<file path="config.mk">
export PLATFORM = sky130hd
export DESIGN_NAME = distance_vector_route_table
export DESIGN_NICKNAME = d
export VERILOG_FILES = /design/src/design/dvrt_pkg.sv /design/src/design/distance_vector_route_table.sv /design/src/design/dvrt_route_ram.sv /design/src/design/dvrt_nbr_ram.sv /design/src/design/dvrt_seq.sv
export SDC_FILE = /design/constraint.sdc
export NUM_CORES = 2
export LEC_CHECK = 0
export BUFFER_PORTS_ARGS = -buffer_cell sky130_fd_sc_hd__buf_4
export CAP_MARGIN = 20
export CORE_ASPECT_RATIO = 0.6
export CORE_MARGIN = 5
export CORE_UTILIZATION = 46
export CTS_BUF_LIST = sky130_fd_sc_hd__clkbuf_8
export DETAILED_ROUTE_END_ITERATION = 12
export PLACE_DENSITY = 0.68
export SYNTH_ARGS = -nofsm -noshare
export SYNTH_HDL_FRONTEND = slang
export SYNTH_SLANG_ARGS = --single-unit
</file>
<file path="constraint.sdc">
create_clock -name i_clk -period 15.06 [get_ports i_clk]
set_input_delay 0.753 -clock i_clk [delete_from_list [all_inputs] [get_ports i_clk]]
set_output_delay 0.753 -clock i_clk [all_outputs]
set_load 0.01 [all_outputs]
</file>
<file path="src/design/dvrt_pkg.sv">
// shared types, codes and constants of the distance-vector route table
`default_nettype none
package dvrt_pkg;

    localparam int ROUTE_ENTRIES_DEF    = 32;
    localparam int NEIGHBOR_ENTRIES_DEF = 16;

    localparam int ADDR_W    = 32;
    localparam int METRIC_W  = 8;
    localparam int STATUS_W  = 4;
    localparam int REMOVED_W = 5;
    localparam int REQ_W     = 2;
    localparam int CFG_IDX_W = 1;

    localparam logic [METRIC_W-1:0] TIMEOUT_RESET = 8'd35;
    localparam logic [METRIC_W-1:0] METRIC_MAX    = 8'd255;
    localparam logic [METRIC_W-1:0] METRIC_ONE    = 8'd1;

    // request kinds
    localparam logic [REQ_W-1:0] REQ_ADV     = 2'd0;
    localparam logic [REQ_W-1:0] REQ_CONNECT = 2'd1;
    localparam logic [REQ_W-1:0] REQ_LOOKUP  = 2'd2;
    localparam logic [REQ_W-1:0] REQ_TICK    = 2'd3;

    // result status codes
    localparam logic [STATUS_W-1:0] ST_ADDED     = 4'd0;
    localparam logic [STATUS_W-1:0] ST_IMPROVED  = 4'd1;
    localparam logic [STATUS_W-1:0] ST_UNCHANGED = 4'd2;
    localparam logic [STATUS_W-1:0] ST_LOCAL     = 4'd3;
    localparam logic [STATUS_W-1:0] ST_FULL      = 4'd4;
    localparam logic [STATUS_W-1:0] ST_FORWARD   = 4'd5;
    localparam logic [STATUS_W-1:0] ST_DELIVER   = 4'd6;
    localparam logic [STATUS_W-1:0] ST_NOROUTE   = 4'd7;
    localparam logic [STATUS_W-1:0] ST_TICK      = 4'd8;

    // configuration register indexes
    localparam logic [CFG_IDX_W-1:0] CFG_LOCAL_ADDRESS    = 1'd0;
    localparam logic [CFG_IDX_W-1:0] CFG_NEIGHBOR_TIMEOUT = 1'd1;

    typedef struct packed {
        logic [REQ_W-1:0]    req_type;
        logic [ADDR_W-1:0]   sender_address;
        logic [ADDR_W-1:0]   dest_address;
        logic [METRIC_W-1:0] adv_metric;
    } t_req;

    typedef struct packed {
        logic [STATUS_W-1:0]  status;
        logic [ADDR_W-1:0]    next_hop;
        logic [METRIC_W-1:0]  route_metric;
        logic [REMOVED_W-1:0] removed_count;
    } t_res;

    typedef struct packed {
        logic [ADDR_W-1:0]   local_address;
        logic [METRIC_W-1:0] neighbor_timeout;
    } t_cfg;

    // route entry write data
    typedef struct packed {
        logic [ADDR_W-1:0]   dest;
        logic [ADDR_W-1:0]   hop;
        logic [METRIC_W-1:0] cost;
    } t_route_data;

    // neighbor entry write controls and data
    typedef struct packed {
        logic                we_addr;
        logic                we_timer;
        logic [ADDR_W-1:0]   addr;
        logic [METRIC_W-1:0] timer;
    } t_nbr_wr;

endpackage
`default_nettype wire

</file>
<file path="src/design/distance_vector_route_table.sv">
// top level of the distance-vector route table: ports, configuration and result register
`default_nettype none
// Distance-vector route table with neighbor liveness timers. Each request on the
// slave stream (advertised entry, neighbor connect, lookup, one-second tick) gives
// exactly one result beat on the master stream. The block works on one request at a
// time: s_axis_tready is high only while the sequencer is idle, and all table
// searches go one entry per cycle through a single 32-bit address comparator reading
// the route and neighbor memories (registered read). A lookup first checks the own
// address, then searches the routes; an advertised entry searches the neighbors and
// then the routes; a connect checks the own address and searches the routes and
// then the neighbors; a tick walks every neighbor slot, ages each live neighbor
// and, for every expired one, searches the routes to drop its route. The result
// sits in an output register, so a new request is taken while the previous result
// still waits; the sequencer waits only if a second result is ready before the
// first was taken. Configuration writes are taken at any time (ready always high)
// and must be made while no request is in flight.
// Route and neighbor valid bits are cleared by reset, so no clearing pass is needed.
module distance_vector_route_table
    import dvrt_pkg::*;
#(
    parameter int ROUTE_ENTRIES    = ROUTE_ENTRIES_DEF,
    parameter int NEIGHBOR_ENTRIES = NEIGHBOR_ENTRIES_DEF
) (
    input  wire logic                 i_clk,
    input  wire logic                 i_rst_n,
    // request stream
    input  wire logic                 s_axis_tvalid,
    output      logic                 s_axis_tready,
    // [31:0] sender_address, [63:32] dest_address, [71:64] adv_metric
    input  wire logic [71:0]          s_axis_tdata,
    // [1:0] req_type
    input  wire logic [REQ_W-1:0]     s_axis_tuser,
    // result stream
    output      logic                 m_axis_tvalid,
    input  wire logic                 m_axis_tready,
    // [31:0] next_hop, [39:32] route_metric, [44:40] removed_count, [47:45] zero
    output      logic [47:0]          m_axis_tdata,
    // [3:0] status
    output      logic [STATUS_W-1:0]  m_axis_tuser,
    // configuration write channel
    input  wire logic                 i_cfg_valid,
    output      logic                 o_cfg_ready,
    input  wire logic [CFG_IDX_W-1:0] i_cfg_index,
    input  wire logic [ADDR_W-1:0]    i_cfg_data
);

    t_cfg r_cfg;
    t_req w_req;
    t_res w_res;
    logic w_res_valid;
    logic w_res_ready;

    logic r_m_valid;
    t_res r_m_res;

    // configuration registers, accepted every cycle
    assign o_cfg_ready = 1'b1;

    always_ff @(posedge i_clk) begin
        if (!i_rst_n) begin
            r_cfg.local_address    <= '0;
            r_cfg.neighbor_timeout <= TIMEOUT_RESET;
        end else if (i_cfg_valid) begin
            unique case (i_cfg_index)
                CFG_LOCAL_ADDRESS:    r_cfg.local_address    <= i_cfg_data;
                CFG_NEIGHBOR_TIMEOUT: r_cfg.neighbor_timeout <= i_cfg_data[METRIC_W-1:0];
                default: ;
            endcase
        end
    end

    // unpack the request beat
    assign w_req.req_type       = s_axis_tuser;
    assign w_req.sender_address = s_axis_tdata[31:0];
    assign w_req.dest_address   = s_axis_tdata[63:32];
    assign w_req.adv_metric     = s_axis_tdata[71:64];

    dvrt_seq #(
        .ROUTE_ENTRIES   (ROUTE_ENTRIES),
        .NEIGHBOR_ENTRIES(NEIGHBOR_ENTRIES)
    ) u_seq (
        .i_clk      (i_clk),
        .i_rst_n    (i_rst_n),
        .i_cfg      (r_cfg),
        .i_req_valid(s_axis_tvalid),
        .o_req_ready(s_axis_tready),
        .i_req      (w_req),
        .o_res_valid(w_res_valid),
        .i_res_ready(w_res_ready),
        .o_res      (w_res)
    );

    // output register: loads when empty or when its beat is being taken
    assign w_res_ready = !r_m_valid || m_axis_tready;

    always_ff @(posedge i_clk) begin
        if (!i_rst_n) begin
            r_m_valid <= 1'b0;
        end else if (w_res_ready) begin
            r_m_valid <= w_res_valid;
        end
        if (w_res_ready && w_res_valid) begin
            r_m_res <= w_res;
        end
    end

    assign m_axis_tvalid = r_m_valid;
    assign m_axis_tuser  = r_m_res.status;
    assign m_axis_tdata  = {3'b000, r_m_res.removed_count, r_m_res.route_metric,
                            r_m_res.next_hop};

endmodule
`default_nettype wire

</file>
<file path="src/design/dvrt_route_ram.sv">
// route entry memory: destination, next hop and cost, one write and one registered read port
`default_nettype none
module dvrt_route_ram
    import dvrt_pkg::*;
#(
    parameter int DEPTH = ROUTE_ENTRIES_DEF,
    parameter int AW    = $clog2(ROUTE_ENTRIES_DEF)
) (
    input  wire logic          i_clk,
    input  wire logic          i_we,
    input  wire logic [AW-1:0] i_waddr,
    input  wire t_route_data   i_wdata,
    input  wire logic [AW-1:0] i_raddr,
    output      t_route_data   o_rdata
);

    t_route_data r_mem [DEPTH];
    t_route_data r_rdata;

    always_ff @(posedge i_clk) begin
        if (i_we) begin
            r_mem[i_waddr] <= i_wdata;
        end
        r_rdata <= r_mem[i_raddr];
    end

    assign o_rdata = r_rdata;

endmodule
`default_nettype wire

</file>
<file path="src/design/dvrt_nbr_ram.sv">
// neighbor memory: address and timer arrays, shared write address, registered read
`default_nettype none
module dvrt_nbr_ram
    import dvrt_pkg::*;
#(
    parameter int DEPTH = NEIGHBOR_ENTRIES_DEF,
    parameter int AW    = $clog2(NEIGHBOR_ENTRIES_DEF)
) (
    input  wire logic                i_clk,
    input  wire t_nbr_wr             i_wr,
    input  wire logic [AW-1:0]       i_waddr,
    input  wire logic [AW-1:0]       i_raddr,
    output      logic [ADDR_W-1:0]   o_raddr_val,
    output      logic [METRIC_W-1:0] o_rtimer
);

    logic [ADDR_W-1:0]   r_addr_mem  [DEPTH];
    logic [METRIC_W-1:0] r_timer_mem [DEPTH];
    logic [ADDR_W-1:0]   r_raddr_val;
    logic [METRIC_W-1:0] r_rtimer;

    always_ff @(posedge i_clk) begin
        if (i_wr.we_addr) begin
            r_addr_mem[i_waddr] <= i_wr.addr;
        end
        if (i_wr.we_timer) begin
            r_timer_mem[i_waddr] <= i_wr.timer;
        end
        r_raddr_val <= r_addr_mem[i_raddr];
        r_rtimer    <= r_timer_mem[i_raddr];
    end

    assign o_raddr_val = r_raddr_val;
    assign o_rtimer    = r_rtimer;

endmodule
`default_nettype wire

</file>
<file path="src/design/dvrt_seq.sv">
// request sequencer: scans both tables through one shared address comparator
`default_nettype none
module dvrt_seq
    import dvrt_pkg::*;
#(
    parameter int ROUTE_ENTRIES    = ROUTE_ENTRIES_DEF,
    parameter int NEIGHBOR_ENTRIES = NEIGHBOR_ENTRIES_DEF
) (
    input  wire logic i_clk,
    input  wire logic i_rst_n,
    input  wire t_cfg i_cfg,
    input  wire logic i_req_valid,
    output      logic o_req_ready,
    input  wire t_req i_req,
    output      logic o_res_valid,
    input  wire logic i_res_ready,
    output      t_res o_res
);

    localparam int RIW  = $clog2(ROUTE_ENTRIES);
    localparam int NIW  = (NEIGHBOR_ENTRIES > 1) ? $clog2(NEIGHBOR_ENTRIES) : 1;
    localparam int MAXE = (ROUTE_ENTRIES > NEIGHBOR_ENTRIES) ? ROUTE_ENTRIES
                                                             : NEIGHBOR_ENTRIES;
    localparam int CW   = $clog2(MAXE + 1);
    localparam int NCW  = $clog2(NEIGHBOR_ENTRIES + 1);

    localparam logic [3:0] S_IDLE  = 4'd0;
    localparam logic [3:0] S_LOCAL = 4'd1;
    localparam logic [3:0] S_NSCAN = 4'd2;
    localparam logic [3:0] S_NPOST = 4'd3;
    localparam logic [3:0] S_RSCAN = 4'd4;
    localparam logic [3:0] S_RPOST = 4'd5;
    localparam logic [3:0] S_RDATA = 4'd6;
    localparam logic [3:0] S_TREAD = 4'd7;
    localparam logic [3:0] S_TDATA = 4'd8;
    localparam logic [3:0] S_DONE  = 4'd9;

    logic [3:0]                  r_state, n_state;
    t_req                        r_req, n_req;
    logic [ADDR_W-1:0]           r_key, n_key;
    logic [METRIC_W-1:0]         r_newc, n_newc;
    logic [CW-1:0]               r_cnt, n_cnt;
    logic                        r_pend, n_pend;
    logic [CW-1:0]               r_pidx, n_pidx;
    logic                        r_rfound, n_rfound;
    logic [RIW-1:0]              r_ridx, n_ridx;
    logic                        r_rfree, n_rfree;
    logic [RIW-1:0]              r_rfidx, n_rfidx;
    logic                        r_nfound, n_nfound;
    logic [NIW-1:0]              r_nidx, n_nidx;
    logic                        r_nfree, n_nfree;
    logic [NIW-1:0]              r_nfidx, n_nfidx;
    logic [NCW-1:0]              r_tidx, n_tidx;
    logic [ROUTE_ENTRIES-1:0]    r_rvalid, n_rvalid;
    logic [NEIGHBOR_ENTRIES-1:0] r_nvalid, n_nvalid;
    t_res                        r_res, n_res;

    // shared comparator
    logic [ADDR_W-1:0] w_cmp_b;
    logic              w_eq;

    // memory ports
    logic                w_rwe;
    logic [RIW-1:0]      w_rwaddr;
    t_route_data         w_rwdata;
    logic [RIW-1:0]      w_rraddr;
    t_route_data         w_rrdata;
    t_nbr_wr             w_nwr;
    logic [NIW-1:0]      w_nwaddr;
    logic [NIW-1:0]      w_nraddr;
    logic [ADDR_W-1:0]   w_nraddr_val;
    logic [METRIC_W-1:0] w_nrtimer;

    logic [RIW-1:0] w_rpidx;
    logic [NIW-1:0] w_npidx;
    logic [NIW-1:0] w_tslot;

    assign w_rpidx = r_pidx[RIW-1:0];
    assign w_npidx = r_pidx[NIW-1:0];
    assign w_tslot = r_tidx[NIW-1:0];

    always_comb begin
        unique case (r_state)
            S_LOCAL: w_cmp_b = i_cfg.local_address;
            S_NSCAN: w_cmp_b = w_nraddr_val;
            default: w_cmp_b = w_rrdata.dest;
        endcase
    end
    assign w_eq = (r_key == w_cmp_b);

    assign w_rraddr = (r_state == S_RSCAN) ? r_cnt[RIW-1:0] : r_ridx;
    assign w_nraddr = (r_state == S_NSCAN) ? r_cnt[NIW-1:0] : w_tslot;

    dvrt_route_ram #(
        .DEPTH(ROUTE_ENTRIES),
        .AW   (RIW)
    ) u_route_ram (
        .i_clk  (i_clk),
        .i_we   (w_rwe),
        .i_waddr(w_rwaddr),
        .i_wdata(w_rwdata),
        .i_raddr(w_rraddr),
        .o_rdata(w_rrdata)
    );

    dvrt_nbr_ram #(
        .DEPTH(NEIGHBOR_ENTRIES),
        .AW   (NIW)
    ) u_nbr_ram (
        .i_clk      (i_clk),
        .i_wr       (w_nwr),
        .i_waddr    (w_nwaddr),
        .i_raddr    (w_nraddr),
        .o_raddr_val(w_nraddr_val),
        .o_rtimer   (w_nrtimer)
    );

    always_comb begin
        n_state  = r_state;
        n_req    = r_req;
        n_key    = r_key;
        n_newc   = r_newc;
        n_cnt    = r_cnt;
        n_pend   = r_pend;
        n_pidx   = r_pidx;
        n_rfound = r_rfound;
        n_ridx   = r_ridx;
        n_rfree  = r_rfree;
        n_rfidx  = r_rfidx;
        n_nfound = r_nfound;
        n_nidx   = r_nidx;
        n_nfree  = r_nfree;
        n_nfidx  = r_nfidx;
        n_tidx   = r_tidx;
        n_rvalid = r_rvalid;
        n_nvalid = r_nvalid;
        n_res    = r_res;

        o_req_ready = 1'b0;
        o_res_valid = 1'b0;

        w_rwe    = 1'b0;
        w_rwaddr = r_ridx;
        w_rwdata = '{dest: r_req.dest_address, hop: r_req.sender_address, cost: r_newc};
        w_nwr    = '{we_addr: 1'b0, we_timer: 1'b0, addr: r_req.dest_address,
                     timer: i_cfg.neighbor_timeout};
        w_nwaddr = w_npidx;

        unique case (r_state)
            S_IDLE: begin
                o_req_ready = 1'b1;
                if (i_req_valid) begin
                    n_req    = i_req;
                    n_res    = '0;
                    n_key    = i_req.dest_address;
                    n_newc   = (i_req.adv_metric == METRIC_MAX) ? METRIC_MAX
                                                               : i_req.adv_metric + METRIC_ONE;
                    n_cnt    = '0;
                    n_pend   = 1'b0;
                    n_rfound = 1'b0;
                    n_rfree  = 1'b0;
                    n_nfound = 1'b0;
                    n_nfree  = 1'b0;
                    n_tidx   = '0;
                    unique case (i_req.req_type)
                        REQ_ADV: begin
                            n_key   = i_req.sender_address;
                            n_state = S_NSCAN;
                        end
                        REQ_TICK: n_state = S_TREAD;
                        default:  n_state = S_LOCAL;
                    endcase
                end
            end

            S_LOCAL: begin
                n_cnt  = '0;
                n_pend = 1'b0;
                if (r_req.req_type == REQ_ADV) begin
                    n_state = S_DONE;
                    if (w_eq) begin
                        n_res.status = ST_LOCAL;
                    end else if (r_rfree) begin
                        w_rwe                = 1'b1;
                        w_rwaddr             = r_rfidx;
                        n_rvalid[r_rfidx]    = 1'b1;
                        n_res.status         = ST_ADDED;
                        n_res.next_hop       = r_req.sender_address;
                        n_res.route_metric   = r_newc;
                    end else begin
                        n_res.status = ST_FULL;
                    end
                end else if (w_eq) begin
                    n_res.status = (r_req.req_type == REQ_LOOKUP) ? ST_DELIVER : ST_LOCAL;
                    n_state      = S_DONE;
                end else begin
                    n_state = S_RSCAN;
                end
            end

            S_NSCAN: begin
                if (r_pend && r_nvalid[w_npidx]) begin
                    if (w_eq) begin
                        // every live copy of the sender gets its timer reloaded
                        if (r_req.req_type == REQ_ADV) begin
                            w_nwr.we_timer = 1'b1;
                        end
                        if (!r_nfound) begin
                            n_nfound = 1'b1;
                            n_nidx   = w_npidx;
                        end
                    end
                end
                if (r_pend && !r_nvalid[w_npidx] && !r_nfree) begin
                    n_nfree = 1'b1;
                    n_nfidx = w_npidx;
                end
                if (r_cnt < CW'(NEIGHBOR_ENTRIES)) begin
                    n_cnt  = r_cnt + 1'b1;
                    n_pend = 1'b1;
                    n_pidx = r_cnt;
                end else begin
                    n_pend = 1'b0;
                    if (!r_pend) begin
                        n_state = S_NPOST;
                    end
                end
            end

            S_NPOST: begin
                n_cnt  = '0;
                n_pend = 1'b0;
                if (r_req.req_type == REQ_ADV) begin
                    n_key   = r_req.dest_address;
                    n_state = S_RSCAN;
                end else begin
                    n_state = S_DONE;
                    if ((!r_rfound && !r_rfree) || (!r_nfound && !r_nfree)) begin
                        n_res.status = ST_FULL;
                    end else begin
                        w_rwe          = 1'b1;
                        w_rwaddr       = r_rfound ? r_ridx : r_rfidx;
                        w_rwdata.hop   = r_req.dest_address;
                        w_rwdata.cost  = METRIC_ONE;
                        n_rvalid[w_rwaddr] = 1'b1;
                        w_nwr.we_addr  = 1'b1;
                        w_nwr.we_timer = 1'b1;
                        w_nwaddr       = r_nfound ? r_nidx : r_nfidx;
                        n_nvalid[w_nwaddr] = 1'b1;
                        n_res.status       = r_rfound ? ST_IMPROVED : ST_ADDED;
                        n_res.next_hop     = r_req.dest_address;
                        n_res.route_metric = METRIC_ONE;
                    end
                end
            end

            S_RSCAN: begin
                if (r_pend && r_rvalid[w_rpidx] && w_eq && !r_rfound) begin
                    n_rfound = 1'b1;
                    n_ridx   = w_rpidx;
                end
                if (r_pend && !r_rvalid[w_rpidx] && !r_rfree) begin
                    n_rfree = 1'b1;
                    n_rfidx = w_rpidx;
                end
                if (r_cnt < CW'(ROUTE_ENTRIES)) begin
                    n_cnt  = r_cnt + 1'b1;
                    n_pend = 1'b1;
                    n_pidx = r_cnt;
                end else begin
                    n_pend = 1'b0;
                    if (!r_pend) begin
                        n_state = S_RPOST;
                    end
                end
            end

            S_RPOST: begin
                // the route memory reads r_ridx here for the data state
                n_cnt  = '0;
                n_pend = 1'b0;
                unique case (r_req.req_type)
                    REQ_ADV: n_state = r_rfound ? S_RDATA : S_LOCAL;
                    REQ_CONNECT: begin
                        n_key   = r_req.dest_address;
                        n_state = S_NSCAN;
                    end
                    REQ_LOOKUP: begin
                        if (r_rfound) begin
                            n_state = S_RDATA;
                        end else begin
                            n_res.status = ST_NOROUTE;
                            n_state      = S_DONE;
                        end
                    end
                    default: begin
                        // expired neighbor: drop its route and the neighbor itself
                        if (r_rfound) begin
                            n_rvalid[r_ridx] = 1'b0;
                        end
                        n_nvalid[w_tslot] = 1'b0;
                        if (r_res.removed_count != '1) begin
                            n_res.removed_count = r_res.removed_count + 1'b1;
                        end
                        n_tidx  = r_tidx + 1'b1;
                        n_state = S_TREAD;
                    end
                endcase
            end

            S_RDATA: begin
                n_state = S_DONE;
                if (r_req.req_type == REQ_ADV && r_newc < w_rrdata.cost) begin
                    w_rwe              = 1'b1;
                    n_res.status       = ST_IMPROVED;
                    n_res.next_hop     = r_req.sender_address;
                    n_res.route_metric = r_newc;
                end else begin
                    n_res.status       = (r_req.req_type == REQ_ADV) ? ST_UNCHANGED
                                                                     : ST_FORWARD;
                    n_res.next_hop     = w_rrdata.hop;
                    n_res.route_metric = w_rrdata.cost;
                end
            end

            S_TREAD: begin
                if (r_tidx == NCW'(NEIGHBOR_ENTRIES)) begin
                    n_res.status = ST_TICK;
                    n_state      = S_DONE;
                end else if (!r_nvalid[w_tslot]) begin
                    n_tidx = r_tidx + 1'b1;
                end else begin
                    n_state = S_TDATA;
                end
            end

            S_TDATA: begin
                if (w_nrtimer == '0) begin
                    n_key    = w_nraddr_val;
                    n_cnt    = '0;
                    n_pend   = 1'b0;
                    n_rfound = 1'b0;
                    n_rfree  = 1'b0;
                    n_state  = S_RSCAN;
                end else begin
                    w_nwr.we_timer = 1'b1;
                    w_nwr.timer    = w_nrtimer - 1'b1;
                    w_nwaddr       = w_tslot;
                    n_tidx         = r_tidx + 1'b1;
                    n_state        = S_TREAD;
                end
            end

            S_DONE: begin
                o_res_valid = 1'b1;
                if (i_res_ready) begin
                    n_state = S_IDLE;
                end
            end

            default: n_state = S_IDLE;
        endcase
    end

    always_ff @(posedge i_clk) begin
        if (!i_rst_n) begin
            r_state  <= S_IDLE;
            r_rvalid <= '0;
            r_nvalid <= '0;
        end else begin
            r_state  <= n_state;
            r_rvalid <= n_rvalid;
            r_nvalid <= n_nvalid;
        end
        r_req    <= n_req;
        r_key    <= n_key;
        r_newc   <= n_newc;
        r_cnt    <= n_cnt;
        r_pend   <= n_pend;
        r_pidx   <= n_pidx;
        r_rfound <= n_rfound;
        r_ridx   <= n_ridx;
        r_rfree  <= n_rfree;
        r_rfidx  <= n_rfidx;
        r_nfound <= n_nfound;
        r_nidx   <= n_nidx;
        r_nfree  <= n_nfree;
        r_nfidx  <= n_nfidx;
        r_tidx   <= n_tidx;
        r_res    <= n_res;
    end

    assign o_res = r_res;

    // an accepted request always leaves idle
    a_leave_idle: assert property (@(posedge i_clk) disable iff (!i_rst_n)
        (i_req_valid && o_req_ready) |=> (r_state != S_IDLE))
        else $error("sequencer stayed idle after accepting a request");

    // a matched route is still live when the scan result is used
    a_found_live: assert property (@(posedge i_clk) disable iff (!i_rst_n)
        (r_state == S_RPOST && r_rfound) |-> r_rvalid[r_ridx])
        else $error("matched route not valid after scan");

    // the route scan never issues past the table
    a_scan_bound: assert property (@(posedge i_clk) disable iff (!i_rst_n)
        (r_state == S_RSCAN) |-> (r_cnt <= CW'(ROUTE_ENTRIES)))
        else $error("route scan counter beyond table depth");

    // a neighbor under aging is a live one
    a_tick_live: assert property (@(posedge i_clk) disable iff (!i_rst_n)
        (r_state == S_TDATA) |-> r_nvalid[w_tslot])
        else $error("aging a neighbor slot that is not valid");

    // a finished result is held until taken
    a_done_hold: assert property (@(posedge i_clk) disable iff (!i_rst_n)
        (o_res_valid && !i_res_ready) |=> (o_res_valid && $stable(r_res)))
        else $error("result dropped before handoff");

endmodule
`default_nettype wire
</file>
==> impl_metrics.csv <==
group,metric,value,unit
status,outcome,"completed",
timing,tightest_slew,1.22,ns
power_and_ir_drop,power_leakage,48.9,nW
timing,rsz0062_at_grt,"no",
critical_path,crit_fanout,41,
critical_path,crit_buf_inv,3,
routing,drt_iter0_drc,10300,
critical_path,crit_path_end_kind,"flop",
routing,vias,72900,
critical_path,path_class,"reg -> reg",
floorplan,io_pins,167,
routing,drtAntennaViolNets,0,
finish,layout.cells.non_filler,12000,
min_path,min_path_cells,3,
timing,period_share,46.9,%
clock_tree,cts_tree,"done",
floorplan,chipHeight,425,um
timing,slew_violations,0,
timing,hold_viol,0,
clock_tree,postCtsSetupRepairBufs,0,
critical_path,startpoint_type,"flop",
floorplan,core-area,286000,um2
power_and_ir_drop,powerDensity,161,nW/um2
critical_path,r2r_cells,13,
critical_path,rrSetupSlack,8.00,ns
logic_synthesis,synth.yosys.seq_area_share,75.6,%
place,hpwl,216000,um
logic_synthesis,synth_area_leaders,"edfxtp_1, mux4_2, dfxtp_1",
timing,setup_viol_count_final,0,
timing,fin_crit,7.06,ns
finish,nNetsFinal,7895,
critical_path,arrival,7.74,ns
place,io_buffers,162,
min_path,hold_class,"in -> reg",
clock_tree,max-clock-path-buffers,4,
logic_synthesis,yosysWarnings,0,
critical_path,cp_common_cell,"buf_4",
place,place.gp.congestion,0.928,
global_routing,overflow,0,
routing,wl,367000,um
logic_synthesis,synth_edf_count,3187,
logic_synthesis,yosys-top-cells-count,"edfxtp_1, nand2_1, mux4_2",
clock_tree,cts_num_sinks,3392,
finish,fillers,22500,
critical_path,cpPeakStageDelay,0.91,ns
critical_path,required,15.74,ns
power_and_ir_drop,total_power,23.9,mW
floorplan,initial_core_util,46.2,%
clock_tree,cts-root-buf,"clkbuf_8",
logic_synthesis,synth_flop_cell,"edfxtp_1",
global_routing,antenna_found_initial,23,
routing,wl_per_cell,30.6,um
critical_path,worstSetupStartpoint,"u_seq.r_state[1]",
floorplan,die_area,298000,um2
finish,fin_util,52.1,%
global_routing,grt_max_degree,124,
logic_synthesis,synth_area_leader_cell,"edfxtp_1",
finish,drive_gt1_share,22.4,%
timing,final.setup_skew,0.117,ns
clock_tree,htreeDepth,5,
logic_synthesis,ys_types,76,
logic_synthesis,synth_top_area_share,72.5,%
job,drv_cap,0,
critical_path,rr_endpoint,"u_seq.u_route_ram.r_mem[4][10]",
clock_tree,cts_resized,0,
logic_synthesis,synthCells,7210,
timing,setup_slack,8.00,ns
critical_path,cp_num_cells,13,
clock_tree,cts_made_buffers,468,
timing,setup_tns,0,ns
floorplan,die_x,702,um
timing,hold-worst-slack,0.0698,ns
clock_tree,clk_pin_slew_worst_paths,0.08,ns
place,dpl_worst_slack,8.26,ns
floorplan,row_count,152,
routing,drc,0,
logic_synthesis,syn_area_per_cell,18.3,um2
critical_path,crit_slowest_cell,"nor2b_4",
place,place_area,139000,um2
logic_synthesis,yosysMostFrequentCell,"edfxtp_1",
global_routing,grt_pass1_wl,524000,um
place,dp.cells,11000,
critical_path,crit_family,"simple AND/OR/NAND/NOR gates",
logic_synthesis,async_flop_share,0,%
power_and_ir_drop,peakVddDrop,0.155,mV
routing,drtPass1Iterations,8,
logic_synthesis,ys_ff_latch,3392,
timing,fmax,0.142,GHz
global_routing,grt_pass1_vias,71900,
finish,area_growth,12.8,%
critical_path,cp-endpoint,"u_seq.u_route_ram.r_mem[4][10]",
routing,drt-vias-per-instance,6.07,
clock_tree,clk_latency,1.13,ns
critical_path,regToRegStartpoint,"u_seq.r_state[1]",
global_routing,grt_use_total,24.2,%
timing,slew_headroom,16.3,%
logic_synthesis,synth_area,132000,um2
finish,final_area,149000,um2
critical_path,crit_chain,"buf_4 > nor2b_4 > a22oi_1 > a22oi_1 > o211ai_1 > nor4_1 > o2111ai_1 > or2_1 > mux2i_1 > a211o_1 > nor3_2 > buf_4 > buf_4",
==> worst min path at each step <==
stage	slack (ns)	end	startpoint
floorplan	0.40	m_axis_tdata[0]	u_seq.o_res[13]
CTS	0.002	r_cfg[25]	i_cfg_data[17]
finish	0.07	r_cfg[25]	i_cfg_data[17]
global route	0.03	r_cfg[25]	i_cfg_data[17]
detailed placement	0.40	m_axis_tdata[32]	u_seq.o_res[5]
global placement	0.40	m_axis_tdata[35]	u_seq.o_res[8]
==> flip-flops by register name, summed over array words and instances, names as in the netlist, 4 cells and up <==
register                     flops
u_seq.u_nbr_ram.o_rtimer         8
u_seq.r_rvalid                  32
u_seq.r_cnt                      6
r_cfg                           40
u_seq.r_tidx                     5
u_seq.r_nfidx                    4
u_seq.u_nbr_ram.o_raddr_val     32
u_seq.r_newc                     8
u_seq.u_route_ram.o_rdata       72
u_seq.u_nbr_ram.r_addr_mem     512
u_seq.r_pidx                     5
m_axis_tuser                     4
u_seq.r_rfidx                    5
u_seq.r_state                    4
u_seq.r_nidx                     4
u_seq.u_route_ram.r_mem       2304
m_axis_tdata                    45
u_seq.u_nbr_ram.r_timer_mem    128
u_seq.r_nvalid                  16
u_seq.o_res                     49
u_seq.r_key                     32
u_seq.r_req                     66
u_seq.r_ridx                     5
==> placed cells by master (no fill, tap or decap), types with 13 or more instances in the layout <==
| cell | count |
|---|---|
| a211oi_1 | 46 |
| a21oi_1 | 122 |
| a221o_1 | 15 |
| a221oi_1 | 22 |
| a22oi_1 | 84 |
| a31oi_1 | 52 |
| and2_1 | 52 |
| buf_12 | 15 |
| buf_16 | 16 |
| buf_4 | 357 |
| clkbuf_8 | 500 |
| clkinv_1 | 112 |
| clkinv_2 | 39 |
| dfxtp_1 | 205 |
| dlygate4sd3_1 | 100 |
| edfxtp_1 | 3187 |
| ha_1 | 17 |
| inv_1 | 223 |
| mux2i_1 | 41 |
| mux4_2 | 756 |
| nand2_1 | 1079 |
| nand2b_1 | 31 |
| nand3_1 | 468 |
| nor2_1 | 97 |
| nor2_4 | 15 |
| nor2b_1 | 31 |
| nor3_1 | 21 |
| nor3_2 | 27 |
| o21a_1 | 18 |
| o21ai_0 | 102 |
| o22ai_1 | 44 |
| xnor2_1 | 27 |
| xor2_1 | 13 |
==> cells by family after synthesis <==
logic type	after synthesis	synth area share (%)
AND/OR/NAND/NOR	1897	6.29
other	2	0.00569
multiplexers	811	13.3
XOR/XNOR	40	0.265
buffers and inverters	466	1.43
adder cells (fa/ha/maj)	18	0.171
AO/OA/AOI/OAI	584	2.91
flip-flops	3392	75.6
==> final cells by class <==
type | instances | area (um2) | share of cell area [%]
multi-input cells | 3354 | 30800 | 20.7
inverters | 56 | 213 | 0.143
flip-flops and latches | 3392 | 99800 | 67.0
well taps | 3850 | 4820 | 3.23
repair buffers | 493 | 4500 | 3.02
clock inverters | 355 | 1840 | 1.24
clock buffers | 500 | 6880 | 4.62
diodes | 9 | 22.5 | 0.0151
==> report_power, final <==
part | leakage [nW] | internal, mW | total [mW] | switching (mW)
clock network | 5.09 | 3.27 | 6.77 | 3.50
registers | 30.5 | 11.3 | 11.6 | 0.372
logic | 13.3 | 1.92 | 5.52 | 3.60
total | 48.9 | 16.4 | 23.9 | 7.48
==> worst reg2reg max path: cells and delay by family (launching register included) <==
family,cells,cell delay [ns]
AND/OR/NAND/NOR,4,2.44
AO/OA/AOI/OAI,5,1.96
buffers and inverters,3,1.68
flip-flops,1,0.32
multiplexers,1,0.25
==> repair_timing <==
item / CTS / global route
hold buffers: 100 / 0
endpoints found under the hold margin: 104 / 0
endpoints found under the setup margin: 0 / 0
==> metal layers <==
layer  vias up  GRT usage [%]  routed length [um]
met3       566           4.76               37400
met1     38100           36.1              151000
li1      29900              -                   -
met4         2           8.13               12400
met5         -              0                  13
met2      4340           36.1              166000
No activity file was read; power rests on OpenSTA's default activity.
